===== src/rtl/rfc_pkg.sv =====
// Shared types, constants and the CRC-16/MODBUS byte update for the record framer.
package rfc_pkg;

	localparam logic [15:0] CRC_INIT         = 16'hFFFF;
	localparam logic [15:0] CRC_POLY         = 16'hA001;
	localparam logic [15:0] HDR_CRC_BYTES    = 16'd10;
	localparam logic [15:0] MIN_FRAME_LENGTH = 16'd11;
	localparam logic [15:0] FRAME_LENGTH_RST = 16'd245;
	localparam logic [15:0] START_WORD_RST   = 16'hAA55;

	localparam logic OP_PAYLOAD = 1'b0;
	localparam logic OP_CLEAR   = 1'b1;

	localparam logic REG_FRAME_LENGTH = 1'b0;
	localparam logic REG_START_WORD   = 1'b1;

	// byte positions within one queued command
	localparam logic [3:0] POS_SW_LO  = 4'd0;
	localparam logic [3:0] POS_SW_HI  = 4'd1;
	localparam logic [3:0] POS_FL_LO  = 4'd2;
	localparam logic [3:0] POS_FL_HI  = 4'd3;
	localparam logic [3:0] POS_CNT0   = 4'd4;
	localparam logic [3:0] POS_CNT1   = 4'd5;
	localparam logic [3:0] POS_CNT2   = 4'd6;
	localparam logic [3:0] POS_CNT3   = 4'd7;
	localparam logic [3:0] POS_DATA   = 4'd8;
	localparam logic [3:0] POS_CRC_LO = 4'd9;
	localparam logic [3:0] POS_CRC_HI = 4'd10;

	localparam int QUEUE_DEPTH = 4;
	localparam int QUEUE_PTR_W = $clog2(QUEUE_DEPTH);

	typedef struct packed {
		logic        hdr;
		logic        last;
		logic [7:0]  data;
		logic [15:0] start_word;
		logic [15:0] frame_length;
		logic [31:0] count;
	} cmd_t;

	typedef struct packed {
		logic full;
		logic not_empty;
	} queue_status_t;

	function automatic logic [15:0] crc_byte(input logic [15:0] crc_in, input logic [7:0] b);
		logic [15:0] c;
		c = crc_in ^ {8'h00, b};
		for (int k = 0; k < 8; k++) begin
			if (c[0]) begin
				c = (c >> 1) ^ CRC_POLY;
			end else begin
				c = c >> 1;
			end
		end
		return c;
	endfunction

endpackage


===== src/rtl/rfc_item_if.sv =====
// Input channel: one payload byte or counter clear per transaction.
interface rfc_item_if;
	logic       valid;
	logic       ready;
	logic       op;
	logic [7:0] payload_byte;

	modport source (output valid, output op, output payload_byte, input ready);
	modport sink (input valid, input op, input payload_byte, output ready);
endinterface


===== src/rtl/rfc_frame_if.sv =====
// Output channel: one frame byte per transaction with start and end marks.
interface rfc_frame_if;
	logic       valid;
	logic       ready;
	logic [7:0] frame_byte;
	logic       frame_start;
	logic       frame_end;

	modport source (output valid, output frame_byte, output frame_start, output frame_end,
		input ready);
	modport sink (input valid, input frame_byte, input frame_start, input frame_end,
		output ready);
endinterface


===== src/rtl/rfc_front.sv =====
// Front end: accepts items, tracks payload position and frame counter, builds commands.
module rfc_front (
	input  logic                   clk,
	input  logic                   arst_n,
	rfc_item_if.sink               item,
	input  logic [15:0]            frame_length,
	input  logic [15:0]            start_word,
	input  rfc_pkg::queue_status_t qstat,
	output logic                   push,
	output rfc_pkg::cmd_t          cmd
);

	logic [15:0] idx_q;
	logic [31:0] count_q;
	logic [15:0] payload_len;
	logic        last;
	logic        accept;

	assign payload_len = (frame_length > rfc_pkg::MIN_FRAME_LENGTH)
		? frame_length - rfc_pkg::HDR_CRC_BYTES : 16'd1;
	assign last   = ({1'b0, idx_q} + 17'd1) >= {1'b0, payload_len};
	assign item.ready = !qstat.full;
	assign accept = item.valid && item.ready;
	assign push   = accept && (item.op == rfc_pkg::OP_PAYLOAD);

	always_comb begin
		cmd.hdr          = (idx_q == 16'd0);
		cmd.last         = last;
		cmd.data         = item.payload_byte;
		cmd.start_word   = start_word;
		cmd.frame_length = frame_length;
		cmd.count        = count_q;
	end

	always_ff @(posedge clk or negedge arst_n) begin
		if (!arst_n) begin
			idx_q   <= '0;
			count_q <= '0;
		end else if (accept) begin
			if (item.op == rfc_pkg::OP_CLEAR) begin
				count_q <= '0;
			end else begin
				if (idx_q == 16'd0) begin
					count_q <= count_q + 32'd1;
				end
				idx_q <= last ? 16'd0 : idx_q + 16'd1;
			end
		end
	end

endmodule


===== src/rtl/rfc_fifo.sv =====
// Short command queue between front and back, head visible without a read cycle.
module rfc_fifo (
	input  logic                   clk,
	input  logic                   arst_n,
	input  logic                   push,
	input  rfc_pkg::cmd_t          cmd_in,
	input  logic                   pop,
	output rfc_pkg::cmd_t          head,
	output rfc_pkg::queue_status_t qstat
);

	rfc_pkg::cmd_t                     mem_q [rfc_pkg::QUEUE_DEPTH];
	logic [rfc_pkg::QUEUE_PTR_W-1:0]   wr_ptr_q;
	logic [rfc_pkg::QUEUE_PTR_W-1:0]   rd_ptr_q;
	logic [rfc_pkg::QUEUE_PTR_W:0]     cnt_q;

	assign head            = mem_q[rd_ptr_q];
	assign qstat.full      = (cnt_q == (rfc_pkg::QUEUE_PTR_W+1)'(rfc_pkg::QUEUE_DEPTH));
	assign qstat.not_empty = (cnt_q != '0);

	always_ff @(posedge clk) begin
		if (push) begin
			mem_q[wr_ptr_q] <= cmd_in;
		end
	end

	always_ff @(posedge clk or negedge arst_n) begin
		if (!arst_n) begin
			wr_ptr_q <= '0;
			rd_ptr_q <= '0;
			cnt_q    <= '0;
		end else begin
			if (push) begin
				wr_ptr_q <= wr_ptr_q + 1'b1;
			end
			if (pop) begin
				rd_ptr_q <= rd_ptr_q + 1'b1;
			end
			case ({push, pop})
				2'b10:   cnt_q <= cnt_q + 1'b1;
				2'b01:   cnt_q <= cnt_q - 1'b1;
				default: cnt_q <= cnt_q;
			endcase
		end
	end

endmodule


===== src/rtl/rfc_back.sv =====
// Back end: walks each command byte by byte, keeps the running CRC, drives the output register.
module rfc_back (
	input  logic                   clk,
	input  logic                   arst_n,
	input  rfc_pkg::cmd_t          head,
	input  rfc_pkg::queue_status_t qstat,
	output logic                   pop,
	rfc_frame_if.source            frame
);

	logic [3:0]  pos_q;
	logic        started_q;
	logic [15:0] crc_q;
	logic        out_valid_q;
	logic [7:0]  out_byte_q;
	logic        out_start_q;
	logic        out_end_q;

	logic        adv;
	logic        emit;
	logic [3:0]  cur_pos;
	logic [3:0]  end_pos;
	logic        done;
	logic [7:0]  sel_byte;
	logic [15:0] crc_base;

	assign adv     = !out_valid_q || frame.ready;
	assign emit    = adv && qstat.not_empty;
	assign cur_pos = started_q ? pos_q : (head.hdr ? rfc_pkg::POS_SW_LO : rfc_pkg::POS_DATA);
	assign end_pos = head.last ? rfc_pkg::POS_CRC_HI : rfc_pkg::POS_DATA;
	assign done    = (cur_pos == end_pos);
	assign pop     = emit && done;
	// header restarts the CRC
	assign crc_base = (cur_pos == rfc_pkg::POS_SW_LO) ? rfc_pkg::CRC_INIT : crc_q;

	always_comb begin
		case (cur_pos)
			rfc_pkg::POS_SW_LO:  sel_byte = head.start_word[7:0];
			rfc_pkg::POS_SW_HI:  sel_byte = head.start_word[15:8];
			rfc_pkg::POS_FL_LO:  sel_byte = head.frame_length[7:0];
			rfc_pkg::POS_FL_HI:  sel_byte = head.frame_length[15:8];
			rfc_pkg::POS_CNT0:   sel_byte = head.count[7:0];
			rfc_pkg::POS_CNT1:   sel_byte = head.count[15:8];
			rfc_pkg::POS_CNT2:   sel_byte = head.count[23:16];
			rfc_pkg::POS_CNT3:   sel_byte = head.count[31:24];
			rfc_pkg::POS_CRC_LO: sel_byte = crc_q[7:0];
			rfc_pkg::POS_CRC_HI: sel_byte = crc_q[15:8];
			default:             sel_byte = head.data;
		endcase
	end

	always_ff @(posedge clk or negedge arst_n) begin
		if (!arst_n) begin
			pos_q       <= '0;
			started_q   <= 1'b0;
			crc_q       <= rfc_pkg::CRC_INIT;
			out_valid_q <= 1'b0;
		end else if (adv) begin
			out_valid_q <= emit;
			if (emit) begin
				if (done) begin
					started_q <= 1'b0;
				end else begin
					started_q <= 1'b1;
					pos_q     <= cur_pos + 4'd1;
				end
				if (cur_pos <= rfc_pkg::POS_DATA) begin
					crc_q <= rfc_pkg::crc_byte(crc_base, sel_byte);
				end
			end
		end
	end

	always_ff @(posedge clk) begin
		if (emit) begin
			out_byte_q  <= sel_byte;
			out_start_q <= (cur_pos == rfc_pkg::POS_SW_LO);
			out_end_q   <= (cur_pos == rfc_pkg::POS_CRC_HI);
		end
	end

	assign frame.valid       = out_valid_q;
	assign frame.frame_byte  = out_byte_q;
	assign frame.frame_start = out_start_q;
	assign frame.frame_end   = out_end_q;

	a_pos_range: assert property (@(posedge clk) disable iff (!arst_n)
		started_q |-> (pos_q <= rfc_pkg::POS_CRC_HI))
		else $error("byte position beyond CRC");
	a_pop_nonempty: assert property (@(posedge clk) disable iff (!arst_n)
		pop |-> qstat.not_empty)
		else $error("pop from empty queue");
	a_start_end_excl: assert property (@(posedge clk) disable iff (!arst_n)
		out_valid_q |-> !(out_start_q && out_end_q))
		else $error("frame start and end on the same byte");
	a_crc_only_last: assert property (@(posedge clk) disable iff (!arst_n)
		(emit && cur_pos == rfc_pkg::POS_CRC_LO) |-> head.last)
		else $error("CRC emitted for a command that does not close the frame");

endmodule


===== src/rtl/record_framer_crc16.sv =====
// A result byte passes through the command queue and then the output register.
// Throughput: the back end (byte sequencer) sends one frame byte per cycle unless stalled;
// a mid-frame item yields one byte, a frame-opening item nine, a closing item two more.
// A four-entry command queue lets input acceptance run ahead of a stalled output.
// Reset (arst_n low, asynchronous): queue, counters and output valid clear; CRC to 0xFFFF;
// frame_length to 245 and start_word to 0xAA55.
module record_framer_crc16 (
	input  logic        clk,
	input  logic        arst_n,
	rfc_item_if.sink    item,
	rfc_frame_if.source frame,
	input  logic        psel,
	input  logic        penable,
	input  logic        pwrite,
	input  logic [2:0]  paddr,
	input  logic [31:0] pwdata,
	output logic [31:0] prdata,
	output logic        pready
);

	logic [15:0]            frame_length_q;
	logic [15:0]            start_word_q;
	logic                   push;
	logic                   pop;
	rfc_pkg::cmd_t          cmd;
	rfc_pkg::cmd_t          head;
	rfc_pkg::queue_status_t qstat;
	logic                   wr_en;

	assign pready = 1'b1;
	assign wr_en  = psel && penable && pwrite && pready;
	assign prdata = (paddr[2] == rfc_pkg::REG_START_WORD)
		? {16'h0000, start_word_q} : {16'h0000, frame_length_q};

	always_ff @(posedge clk or negedge arst_n) begin
		if (!arst_n) begin
			frame_length_q <= rfc_pkg::FRAME_LENGTH_RST;
			start_word_q   <= rfc_pkg::START_WORD_RST;
		end else if (wr_en) begin
			if (paddr[2] == rfc_pkg::REG_FRAME_LENGTH) begin
				frame_length_q <= pwdata[15:0];
			end else begin
				start_word_q <= pwdata[15:0];
			end
		end
	end

	rfc_front u_front (
		.clk          (clk),
		.arst_n       (arst_n),
		.item         (item),
		.frame_length (frame_length_q),
		.start_word   (start_word_q),
		.qstat        (qstat),
		.push         (push),
		.cmd          (cmd)
	);

	rfc_fifo u_fifo (
		.clk    (clk),
		.arst_n (arst_n),
		.push   (push),
		.cmd_in (cmd),
		.pop    (pop),
		.head   (head),
		.qstat  (qstat)
	);

	rfc_back u_back (
		.clk    (clk),
		.arst_n (arst_n),
		.head   (head),
		.qstat  (qstat),
		.pop    (pop),
		.frame  (frame)
	);

endmodule

===== src/flat_wrapper.sv =====
// flat-port wrapper written by rule: the top's interface ports become plain ports
module record_framer_crc16_flat 
  (clk, arst_n, psel, penable, pwrite, paddr, pwdata, prdata, pready, item_valid, item_op, item_payload_byte, item_ready, frame_valid, frame_frame_byte, frame_frame_start, frame_frame_end, frame_ready);
  rfc_item_if item_i ();
  rfc_frame_if frame_i ();
  input  logic clk;
  input  logic arst_n;
  input  logic psel;
  input  logic penable;
  input  logic pwrite;
  input  logic [2:0] paddr;
  input  logic [31:0] pwdata;
  output logic [31:0] prdata;
  output logic pready;
  input wire logic [$bits(item_i.valid)-1:0] item_valid;
  input wire logic [$bits(item_i.op)-1:0] item_op;
  input wire logic [$bits(item_i.payload_byte)-1:0] item_payload_byte;
  output wire logic [$bits(item_i.ready)-1:0] item_ready;
  output wire logic [$bits(frame_i.valid)-1:0] frame_valid;
  output wire logic [$bits(frame_i.frame_byte)-1:0] frame_frame_byte;
  output wire logic [$bits(frame_i.frame_start)-1:0] frame_frame_start;
  output wire logic [$bits(frame_i.frame_end)-1:0] frame_frame_end;
  input wire logic [$bits(frame_i.ready)-1:0] frame_ready;
  assign item_i.valid = item_valid;
  assign item_i.op = item_op;
  assign item_i.payload_byte = item_payload_byte;
  assign item_ready = item_i.ready;
  assign frame_valid = frame_i.valid;
  assign frame_frame_byte = frame_i.frame_byte;
  assign frame_frame_start = frame_i.frame_start;
  assign frame_frame_end = frame_i.frame_end;
  assign frame_i.ready = frame_ready;
  record_framer_crc16 u_core (.clk(clk), .arst_n(arst_n), .item(item_i), .frame(frame_i), .psel(psel), .penable(penable), .pwrite(pwrite), .paddr(paddr), .pwdata(pwdata), .prdata(prdata), .pready(pready));
endmodule

===== config.mk =====
export PLATFORM = sky130hd
export DESIGN_NAME = record_framer_crc16_flat
export DESIGN_NICKNAME = d
export VERILOG_FILES = /design/src/rtl/rfc_pkg.sv /design/src/rtl/rfc_item_if.sv /design/src/rtl/rfc_frame_if.sv /design/src/rtl/rfc_front.sv /design/src/rtl/rfc_fifo.sv /design/src/rtl/rfc_back.sv /design/src/rtl/record_framer_crc16.sv /design/src/flat_wrapper.sv
export SDC_FILE = /design/constraint.sdc
export NUM_CORES = 1
export LEC_CHECK = 0
export ABC_CLOCK_PERIOD_IN_PS = 4200
export BUFFER_PORTS_ARGS = -buffer_cell sky130_fd_sc_hd__buf_2
export CAP_MARGIN = 10
export CELL_PAD_IN_SITES_DETAIL_PLACEMENT = 1
export CELL_PAD_IN_SITES_GLOBAL_PLACEMENT = 2
export CORE_MARGIN = 3
export CORE_UTILIZATION = 41
export DETAILED_ROUTE_END_ITERATION = 8
export PLACE_DENSITY_LB_ADDON = 0.1
export SLEW_MARGIN = 30
export SYNTH_ARGS = -nofsm -noshare
export SYNTH_HDL_FRONTEND = slang
export SYNTH_SLANG_ARGS = --single-unit

===== constraint.sdc =====
create_clock -name clk -period 4.2 [get_ports clk]
set_clock_uncertainty 0.15 [all_clocks]
set_input_delay 0.63 -clock clk [delete_from_list [all_inputs] [get_ports clk]]
set_output_delay 0.63 -clock clk [all_outputs]
set_load 0.02 [all_outputs]

* After elaboration in Yosys (flattened, before gate mapping)
Memories as Yosys holds them, arrays and structs flattened. Cells that the tools add are included.
Operators by class: add/subtract/negate cells 9, $mul 0, div/mod/pow operators 0, order comparisons 3, eq/ne operators 13, shift-type cells 0, mux-type cells 43, bitwise operators 12, reduce and logical (&&, ||, !) cells 21
Operator list (number):
- 2-to-1 mux 16 bit | 33
- case mux 8 bit (10 select lines) | 1
- 2-to-1 mux 32 bit | 2
- adder 32 x 1 -> 32 bit (second input constant) | 1
- NOT 2 -> 3 bit | 8
- adder 16 x 1 -> 17 bit (second input constant) | 1
- >= comparator 17 x 16 -> 1 bit | 1
- adder 16 x 1 -> 16 bit (second input constant) | 1
- == test 4 x 3 -> 1 bit (second input constant) | 4
- > comparator 16 x 4 -> 1 bit (second input constant) | 1
- logical NOT 16 bit | 1
- subtractor 16 x 4 -> 16 bit (second input constant) | 1
- XOR 16 x 8 -> 16 bit | 1
- AND reduction 2 bit | 5
- == test 4 x 2 -> 1 bit (second input constant) | 2
- == test 4 bit (second input constant) | 2
- 2-to-1 mux 4 bit | 2
- logical AND 1 bit | 6
- case mux 3 bit (2 select lines) | 1
- AND reduction 3 bit | 2
- adder 2 x 1 -> 2 bit (second input constant) | 2
- adder 4 x 1 -> 4 bit (second input constant) | 1
- == test 4 x 1 -> 1 bit (second input constant) | 1
- == test 4 bit | 1
- other kinds (14) | 20
Word-level totals: register bits 119, bits in latches 0, bits in writable memories 296, ROM bits 0, input port bits 51, output and inout port bits 45, memories kept 1
Memories:
- u_core.u_fifo.mem_q | words 4, bits a word 74, rd ports 1, clocked after Yosys merged registers in 0, wr ports 1, line rfc_fifo.sv:12 | rfc_pkg::cmd_t mem_q [rfc_pkg::QUEUE_DEPTH];

* Logic depth before layout (Yosys ltp)
Gate-level depths: netlist of run 1. An unclocked memory read counts as a cell.
depth in word-level cells 43, mapped depth 18, depth with buffers taken out 16

* By module
A second synthesis of run 1 with hierarchy kept.
Second synthesis, totals: cells, all modules 1220, area, all modules 18946.9 sq um
By module, submodules not included:
- rfc_fifo | times used 1, cells each 420, area each 11114.4 sq um
- rfc_front | times used 1, cells each 438, area each 3803.6 sq um
- rfc_back | times used 1, cells each 257, area each 2413.6 sq um
- record_framer_crc16 | times used 1, cells each 105, area each 1615.3 sq um

* Worst setup path after synthesis of run 1
Ideal clock, no wire load.
kind register -> register, start register u_core.u_fifo.rd_ptr_q[1] (netlist bit), end register u_core.u_fifo.cnt_q[2] (netlist bit), library setup time 79 ps, data arrival time 3751 ps, data required time 3971 ps, setup slack 220 ps, cell stages (with the launch flop) 18, path buffers 6, period minus slack after synthesis 3980 ps, path through dfrtp_1 > buf_4 > buf_2 > buf_2 > clkbuf_1 > clkbuf_1 > mux4_2 > nor2_1 > a21oi_1 > o32ai_1 > and3_1 > clkbuf_1 > ha_1 > inv_1 > fa_1 > xor2_1 > nor2_1 > xor2_1
On the way: longest elaborated chain between the ends 7, elaborated cells between the ends (all ways) 10, those cells by class eq/ne: 3; mux: 4; reduce/logical: 2; memory: 1
Ends and longest elaborated chain:
- start, declared | line rfc_fifo.sv:14 | logic [rfc_pkg::QUEUE_PTR_W-1:0] rd_ptr_q;
- start signal, assigned | line rfc_fifo.sv:37 | rd_ptr_q <= rd_ptr_q + 1'b1;
- memory read (4 x 74 bit) *
- 2-to-1 mux 4 bit (2 in series) | line rfc_back.sv:29 | assign cur_pos = started_q ? pos_q : (head.hdr ? rfc_pkg::POS_SW_LO : rfc_pkg::POS_DATA);
- == test 4 bit * | line rfc_back.sv:31 | assign done = (cur_pos == end_pos);
- logical AND 1 bit * | line rfc_back.sv:32 | assign pop = emit && done;
- net u_core.pop | line record_framer_crc16.sv:24 | logic pop;
- == test 2 x 1 -> 1 bit or == test 2 bit (tied branches) | line rfc_fifo.sv:39 | case ({push, pop})
- case mux 3 bit (2 select lines) or nonzero test 2 bit (tied branches)
- end signal, assigned | line rfc_fifo.sv:40 | 2'b10: cnt_q <= cnt_q + 1'b1;
- end signal, assigned | line rfc_fifo.sv:41 | 2'b01: cnt_q <= cnt_q - 1'b1;
- end signal, assigned | line rfc_fifo.sv:42 | default: cnt_q <= cnt_q;
- end, declared | line rfc_fifo.sv:15 | logic [rfc_pkg::QUEUE_PTR_W:0] cnt_q;
Mark *: on every way through the listed nets, which the timed path passes. The rest lies on a longest branch. A chain may end at the register's enable or synchronous reset.

* Final worst setup path of run 1
start register u_core.u_fifo.rd_ptr_q[0] (netlist bit), end register u_core.u_back.crc_q[0]
On the way: longest elaborated chain between the ends 36, elaborated cells between the ends (all ways) 55, those cells by class order compare: 1; eq/ne: 9; mux: 33; bitwise: 9; reduce/logical: 2; memory: 1
Ends and longest elaborated chain:
- memory read (4 x 74 bit) *
- 2-to-1 mux 4 bit (2 in series) | line rfc_back.sv:29
- == test 4 bit (tied with other cells) | line rfc_back.sv:37 | case (cur_pos)
- case mux 8 bit (10 select lines) or 2-to-1 mux 16 bit (tied branches) | line rfc_back.sv:37, rfc_back.sv:34
- XOR 16 x 8 -> 16 bit | line rfc_pkg.sv:49 | c = crc_in ^ {8'h00, b};
- 2-to-1 mux 16 bit or NOT 2 -> 3 bit (tied branches)
- 2-to-1 mux 16 bit, on equally long branches | line rfc_back.sv:67, rfc_pkg.sv:51
- 2-to-1 mux 16 bit, on equally long branches | line rfc_back.sv:60, rfc_back.sv:67
- [... 19 more ...]
- 2-to-1 mux 16 bit, on equally long branches | line rfc_back.sv:60, rfc_back.sv:67
- 2-to-1 mux 16 bit, on equally long branches | line rfc_back.sv:58, rfc_back.sv:60
- NOT 2 -> 3 bit (no source line) (tied with other cells)
- 2-to-1 mux 16 bit, on equally long branches | line rfc_pkg.sv:51, rfc_back.sv:67
- 2-to-1 mux 16 bit, on equally long branches | line rfc_back.sv:67, rfc_back.sv:60
- 2-to-1 mux 16 bit, on equally long branches | line rfc_back.sv:60, rfc_back.sv:58
- 2-to-1 mux 16 bit or NOT 2 -> 3 bit (tied branches)
- 2-to-1 mux 16 bit | line rfc_pkg.sv:51 | if (c[0]) begin
- end signal, assigned | line rfc_back.sv:56 | crc_q <= rfc_pkg::CRC_INIT;
- end signal, assigned | line rfc_back.sv:68 | crc_q <= rfc_pkg::crc_byte(crc_base, sel_byte);
- end, declared | line rfc_back.sv:13 | logic [15:0] crc_q;
Mark *: on every way between the ends. The rest lies on a longest branch, timed or not. The select of a mux whose other input is x is not followed.

==> results.ini, run 1 <==
[sta]
finalCriticalPeriod_ps=3950
slew_headroom=0.436
post-route-period-util=0.940
setup_viol=0
tightestPinTransition_ps=845
hold_viol_final=0
rsz0062_at_grt=true
slew_violations=0
fmax_ghz=0.253

[global_routing]
use_met2=0.290
grt_pass1_vias=10700
grt_start_max_net_pins=58
grt_usage=0.186
grt_pass1_wl_um=66200
antenna_found_initial=1
busiest_layer=met2
overflow=0
grt_util_met3=0.0308
grt_util_met1=0.277

[synth]
yosysTopAreaCell=edfxtp_1
netlist_top_cells_count=306 x edfxtp_1, 90 x nand2_1, 88 x nor2_1
syn-mean-instance-area_um2=15.3
yosysWarnings=0
ys.flop_type=edfxtp_1
yosysMostFrequentCell=edfxtp_1
synth_seq_area_share=0.658
syn_area_um2=18200
ys_types=64
synth_edf_count=306
post-synth-top-area-fraction=0.506
synth_area_leaders=edfxtp_1 51%, dfrtp_1 11%, mux4_2 9.2%
ys_ff_latch=415
async_reset_ff_frac=0.263
syn_inst=1184

[worst_setup_path]
worstPathRequired_ps=4540
max_stage_delay_ps=530
crit_arrival_ps=4290
critPathKind=reg2reg
crit_top_cell=buf_12
end_kind=register
crit_chain=buf_12, buf_12, buf_4, mux4_2, and3_1, a221o_1, nor4_1, o21ai_0, nand3b_1, xnor3_2, xnor2_2, xnor2_1, a21oi_1
startpoint_type=register
worst-r2r-setup-slack_ps=250
crit_slowest_cell=mux4_2
cp_max_fo=25

[clock_tree]
cts_setup_buffers=0
cts_sinks=415
clkTransAtPathRegs_ps=60
cts.root.buffer_cell=clkbuf_16
cts_buffers=46
cts_max_level=2
clock_path_buffers=3
insertion_delay_ps=570
cts_tree=done

[floorplanning]
core_um2=43400
dieArea_um2=46800
die_w_um=216
io_pins=96
die_y_um=216
rows=76
start_util=0.419

[power]
p_comb_frac=0.361
cellPowerDensity_nw_per_um2=741
power_frac_seq=0.362
p_leak_nw=7.81
ir_drop_mv=0.480
power_w=0.0157
p_sw_w=0.00499
swShare=0.317
clkPwrFrac=0.277
internal-power_w=0.0107

[final_layout]
layout.nets=1388
synthToLayoutAreaGrowth_pct=16.8
fin_util=0.489
layout-drive-gt1-share=0.284
antenna_cells=0

[drt]
antenna_left=0
wl_um=42800
wl_per_cell_um=22.2
viasPerCell=5.25
drtPass1Iterations=4
drc=0
dr_total_vias=10100
dr.first_iter.drc_count=611

[place]
place_congestion=0.781
post-dp-hpwl_um=28900
numPortBuffers=60

[min_path]
min_path_type=in2async

[status]
status=finished, final reports clean

[flow_run]
drv_cap=0

## final cells by class
class | count | area, µm²
well taps | 585 | 732
multi-input cells | 692 | 5850
fillers | 4288 | 22200
clock inverters | 30 | 432
repair buffers | 128 | 926
flip-flops and latches | 415 | 12000
clock buffers | 54 | 1210
inverters | 24 | 90.1
## logic make-up (layout without fill, tap and decap cells)
| family | Yosys count | count (layout) | share of synthesized area |
|---|---|---|---|
| xor+xnor | 81 | 81 | 0.0418 |
| fa+ha+maj | 30 | 30 | 0.0211 |
| flops | 415 | 415 | 0.658 |
| mux | 134 | 134 | 0.128 |
| buf+inv | 92 | 236 | 0.0260 |
| simple gates | 307 | 307 | 0.0797 |
| other cells | 2 | 17 | 0.000414 |
| compound gates | 123 | 123 | 0.0442 |
## metrics by stage
step	cell area [µm²]	setup WS, ps	instances	hold WS (ps)	setup TNS, ps
6_report	21200	253	1928	4.07	0
5_1_grt	21200	-8.46	1928	38.4	-8.46
4_1_cts	21200	20.3	1928	36.3	0
3_5_place_dp	19500	-54.4	1844	341	-54.4
3_3_place_gp	19500	0.616	1844	337	0
2_1_floorplan	18200	220	1199	184	0
## registers in the layout, summed over array words and instances, names as in the netlist
name                             count
u_core.u_back.frame.valid            1
u_core.u_back.frame.frame_start      1
u_core.start_word_q                 16
u_core.u_fifo.mem_q                296
u_core.frame_length_q               16
u_core.u_fifo.rd_ptr_q               2
u_core.u_back.frame.frame_end        1
u_core.u_back.pos_q                  4
u_core.u_back.started_q              1
u_core.u_fifo.cnt_q                  3
u_core.u_front.idx_q                16
u_core.u_back.crc_q                 16
u_core.u_fifo.wr_ptr_q               2
u_core.u_front.count_q              32
u_core.u_back.frame.frame_byte       8
## per-layer routing
layer	vias to the layer above	share of wire
met5	-	0
met4	0	0.016
met3	40	0.035
met2	155	0.47
met1	5222	0.48
li1	4706	-
## power groups by stage
| stage | Sequential (W) | Combinational, W | Clock (W) |
|---|---|---|---|
| 2_1_floorplan | 0.00568 | 0.00395 | 0 |
| 3_3_place_gp | 0.00573 | 0.00573 | 0 |
| 4_1_cts | 0.00569 | 0.00580 | 0.00448 |
| 3_5_place_dp | 0.00577 | 0.00577 | 0 |
| 5_1_grt | 0.00576 | 0.00622 | 0.00465 |
| 6_report | 0.00568 | 0.00567 | 0.00435 |
## layout by cell type (no fill, tap or decap), types with 5 or more instances in the layout
| cell type | count |
|---|---|
| edfxtp_1 | 306 |
| nand2_1 | 90 |
| nor2_1 | 87 |
| dfrtp_1 | 76 |
| mux4_2 | 74 |
| buf_4 | 60 |
| buf_2 | 59 |
| mux2_2 | 51 |
| clkbuf_16 | 47 |
| xor2_1 | 45 |
| nand3_1 | 37 |
| xnor2_1 | 32 |
| o21ai_0 | 30 |
| dfstp_2 | 30 |
| a21oi_1 | 29 |
| ha_1 | 29 |
| inv_1 | 24 |
| and3_1 | 23 |
| a22oi_1 | 17 |
| conb_1 | 17 |
| nor3_1 | 13 |
| bufinv_16 | 11 |
| clkinv_2 | 10 |
| nor2b_1 | 9 |
| buf_12 | 9 |
| mux2i_1 | 8 |
| nor4_1 | 7 |
| nand4_1 | 6 |
| clkbuf_1 | 6 |
| or3_1 | 5 |
| a22o_1 | 5 |
| clkinv_1 | 5 |
## critical path: cells and delay by family (launching register included)
family / cells / cell delay, ps
XOR/XNOR: 3 / 810
multiplexers: 1 / 530
flip-flops: 1 / 450
buffers and inverters: 3 / 650
AO/OA/AOI/OAI: 3 / 590
AND/OR/NAND/NOR: 3 / 650
## repair_timing
action / in CTS / in global routing
hold buffers: 0 / 0
pin swaps: 0 / 1
endpoints found under the hold margin: 0 / 0
endpoints found under the setup margin: 2 / 8
gates cloned: 0 / 0
resized for setup: 3 / 10
## worst paths after layout
path,from,to,cells past startpoint
max in group asynchronous,arst_n,u_core.start_word_q[9],2
min in group clk,frame_ready,u_core.u_back.frame.valid,2
max reg2reg,u_core.u_fifo.rd_ptr_q[0],u_core.u_back.crc_q[0],13
min,arst_n,u_core.u_front.count_q[31],1
max,u_core.u_fifo.rd_ptr_q[0],u_core.u_back.crc_q[0],13
min reg2reg,u_core.u_fifo.cnt_q[0],u_core.u_fifo.cnt_q[0],1
No activity file was read; power rests on OpenSTA's default activity.
==> inputs of run 2 (changes only) <==
- CORE_MARGIN: 3 -> 2
==> results.ini, run 2 (synthesis gave the netlist of run 1 again) <==
[worst_setup_path]
critPathKind=reg2reg
crit_arrival_ps=4310
critical-path-top-delay-family=compound AO/OA/AOI/OAI gates
crit_chain=mux4_2, a21o_1, nand2_2, inv_1, buf_4, a221o_1, nor3_2, a21oi_1, a311oi_1, buf_4, xnor3_2, xnor2_2, xnor2_1, a21oi_1
cp_max_fo=9
max_stage_delay_ps=600
startpoint_type=register
worstPathRequired_ps=4550
crit_slowest_cell=mux4_2
path_buf_inv=3
worst-r2r-setup-slack_ps=240
end_kind=register

[final_layout]
synthToLayoutAreaGrowth_pct=15.8
fin_util=0.478
fill_cells=4364
layout.nets=1381
layout_common_cells=306 x edfxtp_1, 90 x nand2_1, 87 x nor2_1
largest_reg_flops=296
layout_commonest_cell=edfxtp_1
largestRegisters=u_core.u_fifo.mem_q x296, u_core.u_front.count_q x32
layout-drive-gt1-share=0.275
multi_input_area_um2=5840
regArea_um2=12000
top_register=u_core.u_fifo.mem_q
fin_area_um2=21000

[power]
p_leak_nw=7.69
ir_drop_mv=0.651
cellPowerDensity_nw_per_um2=732
power_w=0.0154

[drt]
drc=0
wl_um=43600
drtPass1Iterations=5
dr.first_iter.drc_count=613
antenna_left=0
viasPerCell=5.30
dr_total_vias=10200
wl_per_cell_um=22.6

[place]
place_congestion=0.783
numPortBuffers=60
place_area_um2=19500
post-dp-hpwl_um=29100

[clock_tree]
cts_max_level=2
clkTransAtPathRegs_ps=60
clock_path_buffers=3
cts_buffers=45
ctsHoldBuffers=0
insertion_delay_ps=570
cts.root.buffer_cell=clkbuf_16
cts_tree=done
cts_sinks=415

[global_routing]
grt_start_max_net_pins=60
grt_pass1_wl_um=67900
antenna_found_initial=2
grt_usage=0.194
grt_pass1_vias=10800
overflow=0

[sta]
slew_violations=0
fin_setup_tns_ps=0
tightestPinTransition_ps=858
setup_viol=0
hold_viol_final=0
finalCriticalPeriod_ps=3960
slew_headroom=0.428
rsz0062_at_grt=false
post-route-period-util=0.942
hold-worst-slack_ps=15.9
fmax_ghz=0.253

[floorplanning]
dieArea_um2=46000
die_y_um=214
start_util=0.413
rows=77
core_um2=43900
die_w_um=214
io_pins=96

[flow_run]
drv_cap=0

[status]
status=finished, final reports clean

[min_path]
min_path_type=in2async

run 2: routing by layer:
metal / track usage / routed length (µm)
met1: 0.293 / 21400
met2: 0.296 / 20000
met3: 0.0342 / 1520
met4: 0.0424 / 653
met5: 0 / 8
run 2: timing repair:
action | in CTS | in global routing
resized for setup | 1 | 14
hold endpoints to repair | 0 | 0
setup buffers | 0 | 2
setup endpoints to repair | 2 | 4
pin swaps | 0 | 4
run 2: worst reg2reg max path, cell delays in order (launching register included):
cell and delay (ps):
dfrtp_4 470, mux4_2 600, a21o_1 270, nand2_2 90, inv_1 160, buf_4 210
a221o_1 390, nor3_2 210, a21oi_1 60, a311oi_1 270, buf_4 200, xnor3_2 370
xnor2_2 160, xnor2_1 140, a21oi_1 150
run 2: path summary, 6_finish.rpt:
| kind | startpoint | cells past startpoint | end |
|---|---|---|---|
| worst max register to register | u_core.u_fifo.rd_ptr_q[0] | 14 | u_core.u_back.crc_q[0] |
| worst max-delay path | u_core.u_fifo.rd_ptr_q[0] | 14 | u_core.u_back.crc_q[0] |
| max in group asynchronous | arst_n | 2 | u_core.start_word_q[11] |
| worst min register to register | u_core.u_fifo.cnt_q[2] | 1 | u_core.u_fifo.cnt_q[2] |
| worst min-delay path | arst_n | 1 | u_core.u_back.pos_q[2] |
| min in group clk | frame_ready | 2 | u_core.u_back.frame.valid |
run 2: final cells by class:
class,instances,share of cell area
timing repair buffer,122,0.0434
inverter,24,0.00429
tap,592,0.0352
clock buffer,64,0.0609
multi-input combinational,692,0.278
clock inverter,20,0.00917
antenna,1,0.000119
sequential,415,0.569
run 2: where the power goes:
part	switching (W)	total, W	internal, W	leakage (nW)
clock network	0.00162	0.00394	0.00232	0.712
logic	0.00300	0.00575	0.00274	2.93
registers	0.000424	0.00569	0.00527	4.04
total	0.00505	0.0154	0.0103	7.69
run 2: metrics by stage:
| stage | cells | worst slack, ps |
|---|---|---|
| after global placement | 1843 | 15.7 |
| after detailed placement | 1843 | -3.06 |
| after floorplan | 1199 | 220 |
| after global routing | 1929 | 4.36 |
| final | 1930 | 242 |
| after CTS | 1927 | 1.07 |
